## src/hdl/dtq_pkg.sv

```systemverilog
`default_nettype none
package dtq_pkg;

  localparam int TIMER_SLOTS = 16;
  localparam int SLOT_W      = (TIMER_SLOTS > 1) ? $clog2(TIMER_SLOTS) : 1;
  localparam int MAX_RESULTS = 16;
  localparam int RES_W       = $clog2(MAX_RESULTS + 1);

  localparam logic [29:0] NSEC_PER_SEC   = 30'd1000000000;
  localparam logic [29:0] NSEC_MAX       = 30'd999999999;
  localparam logic [29:0] TICK_INC_RESET = 30'd10000000;

  typedef enum logic [2:0] {
    CMD_TICK      = 3'd0,
    CMD_ARM_AT    = 3'd1,
    CMD_ARM_AFTER = 3'd2,
    CMD_DISARM    = 3'd3,
    CMD_SET_RT    = 3'd4,
    CMD_READ      = 3'd5
  } cmd_t;

  localparam logic [1:0] KIND_EXPIRED  = 2'd0;
  localparam logic [1:0] KIND_DISARMED = 2'd1;
  localparam logic [1:0] KIND_CLOCK    = 2'd2;
  localparam logic [1:0] KIND_ERROR    = 2'd3;

  localparam logic [1:0] SLOT_DISARMED = 2'd0;
  localparam logic [1:0] SLOT_ARMED    = 2'd1;
  localparam logic [1:0] SLOT_EXPIRED  = 2'd2;

  typedef struct packed {
    logic [2:0]  cmd;
    logic [3:0]  timer_id;
    logic        clock_sel;
    logic [31:0] time_sec;
    logic [29:0] time_nsec;
  } in_t;

  typedef struct packed {
    logic [1:0]  kind;
    logic [3:0]  timer_id_out;
    logic [31:0] clock_sec;
    logic [29:0] clock_nsec;
    logic [31:0] tick_count;
    logic        last;
  } out_t;

  // best candidate handed from cell to cell
  typedef struct packed {
    logic              valid;
    logic [SLOT_W-1:0] id;
    logic [31:0]       dsec;
    logic [29:0]       dnsec;
    logic [31:0]       age;
  } carrier_t;

  typedef struct packed {
    logic              en;
    logic              full;
    logic [SLOT_W-1:0] id;
    logic [1:0]        st;
    logic              clk_sel;
    logic [31:0]       dsec;
    logic [29:0]       dnsec;
    logic [31:0]       order;
  } slot_wr_t;

  // nanosecond add with carry out in the top bit
  function automatic logic [30:0] add_ns(input logic [29:0] a, input logic [29:0] b);
    logic [30:0] sum;
    sum = {1'b0, a} + {1'b0, b};
    if (sum >= {1'b0, NSEC_PER_SEC}) begin
      add_ns = {1'b1, 30'(sum - {1'b0, NSEC_PER_SEC})};
    end else begin
      add_ns = {1'b0, sum[29:0]};
    end
  endfunction

  function automatic logic earlier_than(input logic [31:0] as, input logic [29:0] an,
                                        input logic [31:0] bs, input logic [29:0] bn);
    earlier_than = (as < bs) || ((as == bs) && (an < bn));
  endfunction

endpackage
`default_nettype wire

```

## src/hdl/dtq_cell.sv

```systemverilog
`default_nettype none
module dtq_cell (
  input  logic                      clk,
  input  logic                      rst,
  input  logic [dtq_pkg::SLOT_W-1:0] slot_id,
  input  dtq_pkg::slot_wr_t         wr,
  input  logic                      scan_clk,
  input  logic [31:0]               arm_count,
  input  dtq_pkg::carrier_t         carry_in,
  output dtq_pkg::carrier_t         carry_out,
  output logic                      armed
);
  import dtq_pkg::*;

  logic [1:0]  st;
  logic        sclk;
  logic [31:0] dsec;
  logic [29:0] dnsec;
  logic [31:0] order;
  logic [31:0] age;
  logic        mine;
  logic        take;
  logic        hit;

  assign hit   = wr.en && (wr.id == slot_id);
  assign age   = arm_count - order;
  assign mine  = (st == SLOT_ARMED) && (sclk == scan_clk);
  assign armed = (st == SLOT_ARMED);

  // earlier deadline wins; on a tie the older arm wins
  assign take = mine && (!carry_in.valid || (dsec < carry_in.dsec) ||
                ((dsec == carry_in.dsec) && ((dnsec < carry_in.dnsec) ||
                ((dnsec == carry_in.dnsec) && (age > carry_in.age)))));

  always_ff @(posedge clk) begin
    if (rst) begin
      st <= SLOT_DISARMED;
    end else if (hit) begin
      st <= wr.st;
    end
  end

  always_ff @(posedge clk) begin
    if (hit && wr.full) begin
      sclk  <= wr.clk_sel;
      dsec  <= wr.dsec;
      dnsec <= wr.dnsec;
      order <= wr.order;
    end
  end

  always_ff @(posedge clk) begin
    if (rst) begin
      carry_out.valid <= 1'b0;
    end else begin
      carry_out.valid <= take || carry_in.valid;
    end
    if (take) begin
      carry_out.id    <= slot_id;
      carry_out.dsec  <= dsec;
      carry_out.dnsec <= dnsec;
      carry_out.age   <= age;
    end else begin
      carry_out.id    <= carry_in.id;
      carry_out.dsec  <= carry_in.dsec;
      carry_out.dnsec <= carry_in.dnsec;
      carry_out.age   <= carry_in.age;
    end
  end

endmodule
`default_nettype wire

```

## config.mk

```make
export PLATFORM = sky130hd
export DESIGN_NAME = dtq_cell
export DESIGN_NICKNAME = d
export VERILOG_FILES = /design/src/hdl/dtq_pkg.sv /design/src/hdl/dtq_cell.sv
export SDC_FILE = /design/constraint.sdc
export NUM_CORES = 1
export LEC_CHECK = 0
export ABC_CLOCK_PERIOD_IN_PS = 7200
export BUFFER_PORTS_ARGS = -buffer_cell sky130_fd_sc_hd__buf_4
export CAP_MARGIN = 20
export CORE_MARGIN = 2
export CORE_UTILIZATION = 55
export DETAILED_ROUTE_END_ITERATION = 7
export PLACE_DENSITY = 0.85
export SYNTH_ARGS = -nofsm -noshare
export SYNTH_HDL_FRONTEND = slang
export SYNTH_SLANG_ARGS = --single-unit
export TNS_END_PERCENT = 30
```

## constraint.sdc

```tcl
create_clock -name clk -period 7.2 [get_ports clk]
set_clock_uncertainty 0.1 [all_clocks]
set_input_delay 0.72 -clock clk [delete_from_list [all_inputs] [get_ports clk]]
set_output_delay 0.72 -clock clk [all_outputs]
set_load 0.01 [all_outputs]
```

==> flow_summary.toml, run 1 <==
[synthesis]
ys_ff_latch = 196
yosysSeqAreaShare = 0.4736
synth_common_cells = "132 x inv_1, 125 x ha_1, 101 x dfxtp_1, 95 x edfxtp_1, 63 x a21oi_1"
synth_top_area_share = 0.2771
ys_async_sr_fraction = 0
netlist_area_um2 = 10290
synth_nets = 1280
synth.most_common_cell = "inv_1"
ys_types = 56
ys_warn_count = 0
synth.top_cells.by_area = "edfxtp_1 28%, dfxtp_1 20%, ha_1 15%, mux2_2 6.3%, inv_1 4.8%"
synth_flop_cell = "dfxtp_1"
synth_edf_count = 95
yosysTopAreaCell = "edfxtp_1"
synth.avg_cell_area_um2 = 11.27
syn_inst = 913

[power_and_ir_drop]
p_leak_uw = 0.006472
total_power_uw = 2659
cellPowerDensity_nw_per_um2 = 194.8
vdd_drop_max_v = 0.0001750

[floorplanning]
die_x_um = 140.8
rows = 50
die_area_um2 = 19830
die_h_um = 140.8
io_pins = 341
coreArea_um2 = 18520
start_util = 0.5559

[drt]
drt_iter0_markers = 443
vias_per_cell = 5.454
wl_mm = 28.42
final_antenna_net_count = 0
drcViolationCount = 0
dr.pass1.iters = 5
wl_per_cell_um = 18.85
vias = 8225

[global_route]
antenna_found_initial = 0
grt_first_pass_wirelength_mm = 43.77
grt_max_degree = 56
grtUsageTotal = 0.2857
grt_overflow_total = 0
grt_pass1_vias = 8426

[worst_setup_path]
r2r-start = "order[11]"
start_kind = "primary input"
crit_fanout = 52
critical_path_class = "primary input to flip-flop"
arrival_ns = 5.94
cp.required_ns = 7.43
critPathLaunch = "arm_count[11]"
critPathCaptureType = "flip-flop"

[placement]
pre_cts_slack_ns = 1.090
portBuffers = 340
dp_hpwl_mm = 22.79
place_congestion = 0.9124

[sta]
worstMarginPinSlew_ns = 0.7848
period_minus_slack_ns = 5.707
finalSetupViolCount = 0
final.setup.tns_ns = 0
max_freq_ghz = 0.1752
slew_viol_final = 0
slew_headroom = 0.4719
grt_setup_unrepaired = "no"
worst_slack_ns = 1.493
hold_violations = 0
fin_crit_sh = 0.7926

[final_layout]
syn_to_final_growth_pct = 32.58
layout-drive-gt1-share = 0.3462
nNetsFinal = 1628
diodes = 0
fillers = 1300

[clock_tree]
clk_pin_slew_ns = 0.09
cts_tree = "built"
cts.htree.levels = 4
clock_sinks = 196
clk-insertion-delay-late_ns = 0.45
cts-root-buf = "clkbuf_16"
clockBufferDepth = 2
postCtsSetupBuffers = 0
cts_hold_buf = 0
cts_buffers = 17
ctsResizeCount = 0

[run_status]
outcome = "finished, final reports clean"

[min_path]
holdCritStartpoint = "wr[79]"
min_path_type = "primary input to flip-flop"

[run]
drv_cap = 0
==> routing by layer <==
metal | global-route usage | vias to the layer above | wire length, µm
met1 | 0.3430 | 3847 | 10970
met4 | 0.1205 | 0 | 1097
met3 | 0.05605 | 64 | 1967
met2 | 0.5022 | 316 | 14390
met5 | 0 | - | 0
li1 | - | 3998 | -
==> worst paths after layout <==
kind / to / slack (ns) / cells after the start
worst max-delay path: carry_out[33] / 1.49 / 18
worst max register to register: carry_out[33] / 1.52 / 18
worst min-delay path: dsec[17] / 0.34 / 1
worst min register to register: carry_out[93] / 0.40 / 1
==> flip-flops by register name (all words and copies together), names as in the netlist <==
register   count
order         32
sclk           1
carry_out     99
dnsec         30
dsec          32
st             2
==> kinds of logic after synthesis <==
group | synth area share
multiplexers | 0.1039
adder cells (fa/ha/maj) | 0.1539
AND/OR/NAND/NOR | 0.07925
AO/OA/AOI/OAI | 0.1034
XOR/XNOR | 0.02467
buffers and inverters | 0.06126
flip-flops | 0.4736
==> worst max-delay path, stage by stage <==
cell       delay [ns]
buf_4            0.11
ha_1             0.37
a21oi_1          0.26
o22ai_1          0.15
a2111oi_0        0.41
a21oi_1          0.32
a311o_1          0.40
a31oi_1          0.23
xnor2_1          0.11
ha_1             0.30
nand4_1          0.17
nor4_1           0.39
o41ai_1          0.15
a31oi_1          0.34
o2111ai_4        0.23
nand2_4          0.49
buf_12           0.36
mux2_2           0.38
==> through the flow <==
step	area (µm²)	std cells	util	hold slack (ns)
after global placement	13030	1476	0.7039	0.3677
after detailed placement	13030	1476	0.7039	0.3790
after floorplan	10290	913	-	0.3520
after CTS	13650	1508	0.7370	0.3328
after global routing	13650	1508	0.7370	0.3309
final	13650	1508	0.7370	0.3392
==> placed cells by master (no fill, tap or decap), types with 11 or more instances in the layout <==
master	synthesis	routed
a21o_1	21	21
buf_4	5	341
nand4_1	20	20
xnor2_1	18	18
nand3_1	26	26
xor2_1	11	11
mux2_1	29	29
nand2_1	40	40
inv_1	132	132
o21ai_0	20	20
dfxtp_1	101	101
a21oi_1	63	63
nor2_1	33	33
mux2_2	58	58
clkbuf_16	0	17
edfxtp_1	95	95
ha_1	125	125
==> where the power goes <==
| part | switching, µW | internal [µW] |
|---|---|---|
| logic | 215 | 240 |
| registers | 16.3 | 1210 |
| clock network | 476 | 501 |
| total | 708 | 1950 |
==> cell type report <==
class	instances	area, µm²	area share
Sequential cell	196	4875	0.3572
Multi-Input combinational cell	572	4791	0.3511
Timing Repair Buffer	342	2580	0.1891
Inverter	132	495.5	0.03631
Clock buffer	18	429.2	0.03145
Tap cell	234	292.8	0.02145
Clock inverter	14	183.9	0.01348
(Power assumes the default switching activity.)
==> run 2, diff against run 1 <==
ABC_AREA = 1   (was default)
ABC_CLOCK_PERIOD_IN_PS = 5300   (was 7200)
CORE_UTILIZATION = 52   (was 55)
PLACE_DENSITY = 0.8   (was 0.85)
clock period = 5.3 ns   (was 7.2 ns; I/O delays follow)
==> flow_summary.toml, run 2 <==
[drt]
drt_iter0_markers = 529
drcViolationCount = 0
wl_per_cell_um = 15.71
vias = 9966
dr.pass1.iters = 5
vias_per_cell = 5.137
wl_mm = 30.47
final_antenna_net_count = 0

[power_and_ir_drop]
cellPowerDensity_nw_per_um2 = 255.4
total_power_uw = 3649
vdd_drop_max_v = 0.0002130
p_leak_uw = 0.007447

[final_layout]
nNetsFinal = 2024
fillers = 1636
top_regs = "carry_out x99, dsec x32, order x32"
top_register = "carry_out"
layout_commonest_cell = "nand2_1"
final_cell_mix = "376 x nand2_1, 343 x buf_4, 190 x inv_1"
largest_reg_flops = 99
syn_to_final_growth_pct = 31.33
layout-drive-gt1-share = 0.2311
diodes = 0

[synthesis]
ys_warn_count = 0
synthMuxAreaShare = 0
synth_flop_cell = "dfxtp_1"
synth_common_cells = "376 x nand2_1, 190 x inv_1, 131 x nand3_1, 125 x ha_1, 101 x dfxtp_1"
synth_compound_area_frac = 0.06866
synth_top_family_by_area = "simple AND/OR/NAND/NOR gates"
yosysSeqAreaShare = 0.4481
synth_top_area_share = 0.2622
synth.top_cells.by_area = "edfxtp_1 26%, dfxtp_1 19%, ha_1 14%, nand2_1 13%, inv_1 6.6%"
synth.avg_cell_area_um2 = 8.223
synth_edf_count = 95
synthAdderAreaFrac = 0.1456
netlist_area_um2 = 10880
synth_xor_xnor_area_share = 0.02254
synth_nets = 1690
synth-simple-area-share = 0.2323
yosysTopAreaCell = "edfxtp_1"
ys_ff_latch = 196
ys_async_sr_fraction = 0
syn_inst = 1323
synth.most_common_cell = "nand2_1"
ys_types = 33

[clock_tree]
cts_buffers = 17
cts_tree = "built"
cts-root-buf = "clkbuf_16"
cts_hold_buf = 0
clk_pin_slew_ns = 0.08
cts.htree.levels = 4
clk-insertion-delay-late_ns = 0.44
clockBufferDepth = 2
ctsResizeCount = 0
postCtsSetupBuffers = 0
clock_sinks = 196

[floorplanning]
rows = 52
die_x_um = 148.6
die_h_um = 148.6
start_util = 0.5342
coreArea_um2 = 20360
io_pins = 341
die_area_um2 = 22090

[worst_setup_path]
critical_path_class = "flip-flop to flip-flop"
cp_slowest_stage_delay_ns = 0.36
cpMaxStageDelayCell = "ha_1"
critPathMostFrequentCell = "nand2_1"
cp.required_ns = 5.57
crit_family = "simple AND/OR/NAND/NOR gates"
path_cells = "inv_1 -> ha_1 -> nand2_1 -> nor2_1 -> nand2_1 -> o21ai_1 -> nand2_1 -> nand2_1 -> xor2_1 -> ha_1 -> a21oi_1 -> nor2_1 -> nor2_1 -> nand3_1 -> a21oi_1 -> nand2_1 -> nand2_1 -> nand2_1 -> nand2_1 -> nand2_4 -> nand2_4 -> buf_12 -> nand2_1 -> nand2_1"
start_kind = "flip-flop"
arrival_ns = 4.55
crit_fanout = 52
critPathCaptureType = "flip-flop"
crit_buf_inv = 2

[global_route]
grt_overflow_total = 0
grt_first_pass_wirelength_mm = 47.25
grt_pass1_vias = 9602
grt_max_degree = 99
grtUsageTotal = 0.2734
antenna_found_initial = 0

[sta]
fin_crit_sh = 0.8064
period_minus_slack_ns = 4.274
max_freq_ghz = 0.2340
worst_slack_ns = 1.026
final.setup.tns_ns = 0
slew_viol_final = 0
hold_violations = 0
grt_setup_unrepaired = "no"
slew_headroom = 0.3488
worstMarginPinSlew_ns = 0.9744
finalSetupViolCount = 0

[placement]
place_congestion = 0.9377
dp_hpwl_mm = 24.16
portBuffers = 340
pre_cts_slack_ns = 0.7280

[run]
drv_cap = 0

[run_status]
outcome = "finished, final reports clean"

[min_path]
min_path_type = "primary input to flip-flop"
## run 2: changes by cell type after synthesis, moves of 17 or more
| cell | before | now |
|---|---|---|
| mux2_1 | 29 | 0 |
| buf_2 | 0 | 18 |
| nor2_1 | 33 | 67 |
| inv_1 | 132 | 190 |
| nand3_1 | 26 | 131 |
| a21o_1 | 21 | 4 |
| nand2_1 | 40 | 376 |
| mux2_2 | 58 | 0 |
| a21oi_1 | 63 | 86 |
## run 2: logic make-up (layout without fill, tap and decap cells)
| logic type | count (synthesis) | after routing |
|---|---|---|
| buffers and inverters | 226 | 573 |
| flip-flops | 196 | 196 |
| AND/OR/NAND/NOR | 607 | 607 |
| AO/OA/AOI/OAI | 140 | 140 |
| XOR/XNOR | 28 | 28 |
| adder cells (fa/ha/maj) | 126 | 126 |
## run 2: power by group
part	switching [µW]	internal [µW]
logic	370	329
registers	22.0	1650
clock network	624	654
total	1020	2630
## run 2: layout make-up
type | count | area [µm²] | share of cell area
clock buffers | 19 | 454.2 | 0.03179
clock inverters | 13 | 131.4 | 0.009195
inverters | 195 | 732.0 | 0.05123
multi-input cells | 901 | 5122 | 0.3585
flip-flops and latches | 196 | 4875 | 0.3412
well taps | 270 | 337.8 | 0.02364
repair buffers | 346 | 2635 | 0.1844
## run 2: worst paths after layout
kind / end / slack (ns) / cells past startpoint / startpoint
worst max-delay path: carry_out[31] / 1.03 / 24 / order[8]
worst min-delay path: dsec[24] / 0.16 / 1 / wr[86]
worst max register to register: carry_out[31] / 1.03 / 24 / order[8]
worst min register to register: st[1] / 0.37 / 2 / st[1]
## run 2: metal layers
layer / global-route usage / vias to the layer above / wire [µm]
met5: 0 / - / 0
met4: 0.09238 / 0 / 878
met3: 0.03926 / 54 / 1653
met2: 0.4889 / 328 / 15550
met1: 0.3391 / 4597 / 12390
li1: - / 4987 / -
## run 2: metrics by stage
step	area, µm²	instances	utilization	hold WS (ns)
floorplan	10880	1323	-	0.3234
global placement	13700	1908	0.6728	0.3358
detailed placement	13700	1908	0.6728	0.3558
CTS	14290	1940	0.7016	0.1482
global route	14290	1940	0.7016	0.1472
finish	14290	1940	0.7016	0.1649
## run 2: worst register-to-register path, stage by stage, from the launching register on
cell and delay [ns]:
edfxtp_1 0.33, inv_1 0.04, ha_1 0.36, nand2_1 0.13, nor2_1 0.22, nand2_1 0.08
o21ai_1 0.36, nand2_1 0.10, nand2_1 0.09, xor2_1 0.36, ha_1 0.33, a21oi_1 0.21
nor2_1 0.06, nor2_1 0.08, nand3_1 0.08, a21oi_1 0.15, nand2_1 0.07, nand2_1 0.05
nand2_1 0.05, nand2_1 0.09, nand2_4 0.07, nand2_4 0.31, buf_12 0.30, nand2_1 0.14
nand2_1 0.07
==> run 3, diff against run 2 <==
ABC_AREA = 0   (was 1)
ABC_CLOCK_PERIOD_IN_PS = 4200   (was 5300)
CORE_UTILIZATION = 51   (was 52)
clock period = 4.2 ns   (was 5.3 ns; I/O delays follow)
==> flow_summary.toml, run 3 (synthesized netlist as in run 1, its figures left out) <==
[drt]
vias_per_cell = 5.253
drt_iter0_markers = 370
final_antenna_net_count = 0
wl_mm = 30.81
dr.pass1.iters = 5
wl_per_cell_um = 18.58
drcViolationCount = 0
vias = 8710

[run_status]
outcome = "finished with violations"
violations = "negative setup slack"

[sta]
grt_setup_unrepaired = "yes"
worstMarginPinSlew_ns = 0.8757
max_freq_ghz = 0.2088
worst_slack_ns = -0.5902
hold_violations = 0
fin_crit_sh = 1.141
slew_viol_final = 0
period_minus_slack_ns = 4.790
slew_headroom = 0.4108
finalSetupViolCount = 98
holdWs_ns = 0.05089

[floorplanning]
coreArea_um2 = 19650
io_pins = 341
die_x_um = 146.1
start_util = 0.5237
rows = 51
die_area_um2 = 21340
die_h_um = 146.1

[global_route]
grt_pass1_vias = 9320
grt_first_pass_wirelength_mm = 47.09
antenna_found_initial = 2
grt_max_degree = 51
grt_overflow_total = 0
grtUsageTotal = 0.2814

[clock_tree]
clk-insertion-delay-late_ns = 0.44
cts_tree = "built"
cts-root-buf = "clkbuf_16"
clock_sinks = 196
clockBufferDepth = 2
cts.htree.levels = 4
cts_buffers = 17
clk_pin_slew_ns = 0.08
cts_hold_buf = 0

[worst_setup_path]
critPathCaptureType = "flip-flop"
reg2regPathDepth = 22
critical_path_class = "flip-flop to flip-flop"
reg2reg_setup_slack_ns = -0.59
arrival_ns = 5.01
timing.rr.end = "carry_out[60]"
cp.required_ns = 4.42
crit_fanout = 6
r2r-start = "order[11]"
start_kind = "flip-flop"

[power_and_ir_drop]
cellPowerDensity_nw_per_um2 = 309.5
vdd_drop_max_v = 0.0002534
p_leak_uw = 0.007146

[run]
drv_cap = 0

[placement]
place_inst = 1600
dp_hpwl_mm = 23.62
post_dp_cell_area_um2 = 14010
portBuffers = 340
place_congestion = 0.9357

[final_layout]
syn_to_final_growth_pct = 46.97
nNetsFinal = 1745
final_cell_mix = "442 x buf_4, 128 x inv_1, 116 x ha_1"
instances_no_fill = 1658
top_register = "carry_out"
fillers = 1301
top_regs = "carry_out x99, dsec x32, order x32"
layout_commonest_cell = "buf_4"
largest_reg_flops = 99
layout-drive-gt1-share = 0.4407
post-route-util = 0.7697
final_cell_area_um2 = 15130

[min_path]
min_to = "dsec[23]"
holdCritStartpoint = "wr[85]"
min_path_type = "primary input to flip-flop"
holdPathStages = 1
[run 3: cell count changes in the layout (fill, tap and decap cells not counted), sizes merged, moves of 8 or more]
cell / before / now
mux2: 0 / 91
buf: 346 / 455
inv: 200 / 141
xnor2: 6 / 18
o21ai: 37 / 20
xor2: 22 / 11
nand2: 378 / 42
nand4: 12 / 20
nor2: 67 / 33
nor3: 14 / 6
a21oi: 86 / 63
a21o: 4 / 21
nand3: 131 / 26
[run 3: layer usage]
metal,up-vias,global-route usage,wire [µm]
met5,-,0,0
met4,0,0.1180,1221
met3,71,0.07250,1998
met2,326,0.5132,15860
met1,4088,0.3108,11730
li1,4225,-,-
[run 3: final cells by class]
cell class | count | area, µm² | area share
Antenna cell | 2 | 5.005 | 0.0003308
Clock buffer | 18 | 429.2 | 0.02837
Clock inverter | 14 | 152.6 | 0.01009
Inverter | 132 | 508.0 | 0.03358
Multi-Input combinational cell | 573 | 5236 | 0.3461
Sequential cell | 196 | 4875 | 0.3222
Tap cell | 265 | 331.6 | 0.02192
Timing Repair Buffer | 458 | 3591 | 0.2374
[run 3: worst max-delay path: stages, from the launching register on]
cell and delay, ns:
edfxtp_1 0.34, inv_1 0.06, ha_4 0.31, buf_4 0.13, nand4_1 0.09, o22ai_2 0.18
buf_4 0.15, o21ai_2 0.06, a21oi_4 0.18, a311o_1 0.29, a31oi_1 0.15, o311ai_2 0.35
ha_1 0.29, nand4_1 0.19, buf_4 0.17, a2111oi_4 0.03, a2111oi_2 0.34, a31oi_2 0.17
o2111ai_4 0.34, buf_6 0.17, nand2_8 0.08, clkbuf_16 0.22, mux2_2 0.27
[run 3: report_power, final]
group          total (µW)  switching (µW)  internal (µW)  leakage (µW)
clock                1640             833            805      0.000287
combinational         942             423            518       0.00515
sequential           2100            29.9           2070       0.00171
[run 3: metrics by stage]
| stage | setup TNS, ns | total power, µW | setup slack (ns) |
|---|---|---|---|
| 3_5_place_dp | -71.88 | 3011 | -0.8140 |
| 6_report | -52.00 | 4683 | -0.5902 |
| 3_3_place_gp | -59.49 | 2990 | -0.6860 |
| 2_1_floorplan | -12.40 | 2555 | -0.2129 |
| 4_1_cts | -38.33 | 4665 | -0.4405 |
| 5_1_grt | -76.33 | 4882 | -0.8284 |
[run 3: worst max-delay path by stage]
stage                  startpoint             to  slack (ns)  cells after the start
floorplan            arm_count[0]  carry_out[65]       -0.21                     21
global placement    arm_count[16]  carry_out[97]       -0.69                     19
detailed placement  arm_count[15]  carry_out[97]       -0.81                     19
CTS                      order[0]  carry_out[97]       -0.44                     20
global route            order[16]  carry_out[65]       -0.83                     20
finish                  order[11]  carry_out[60]       -0.59                     22
[run 3: timing repair]
item,4_1_cts,5_1_grt
setup buffers,14,6
gates cloned,2,3
resized for setup,36,18
pin swaps,24,24
endpoints found under the setup margin,98,98
hold endpoints to repair,0,0
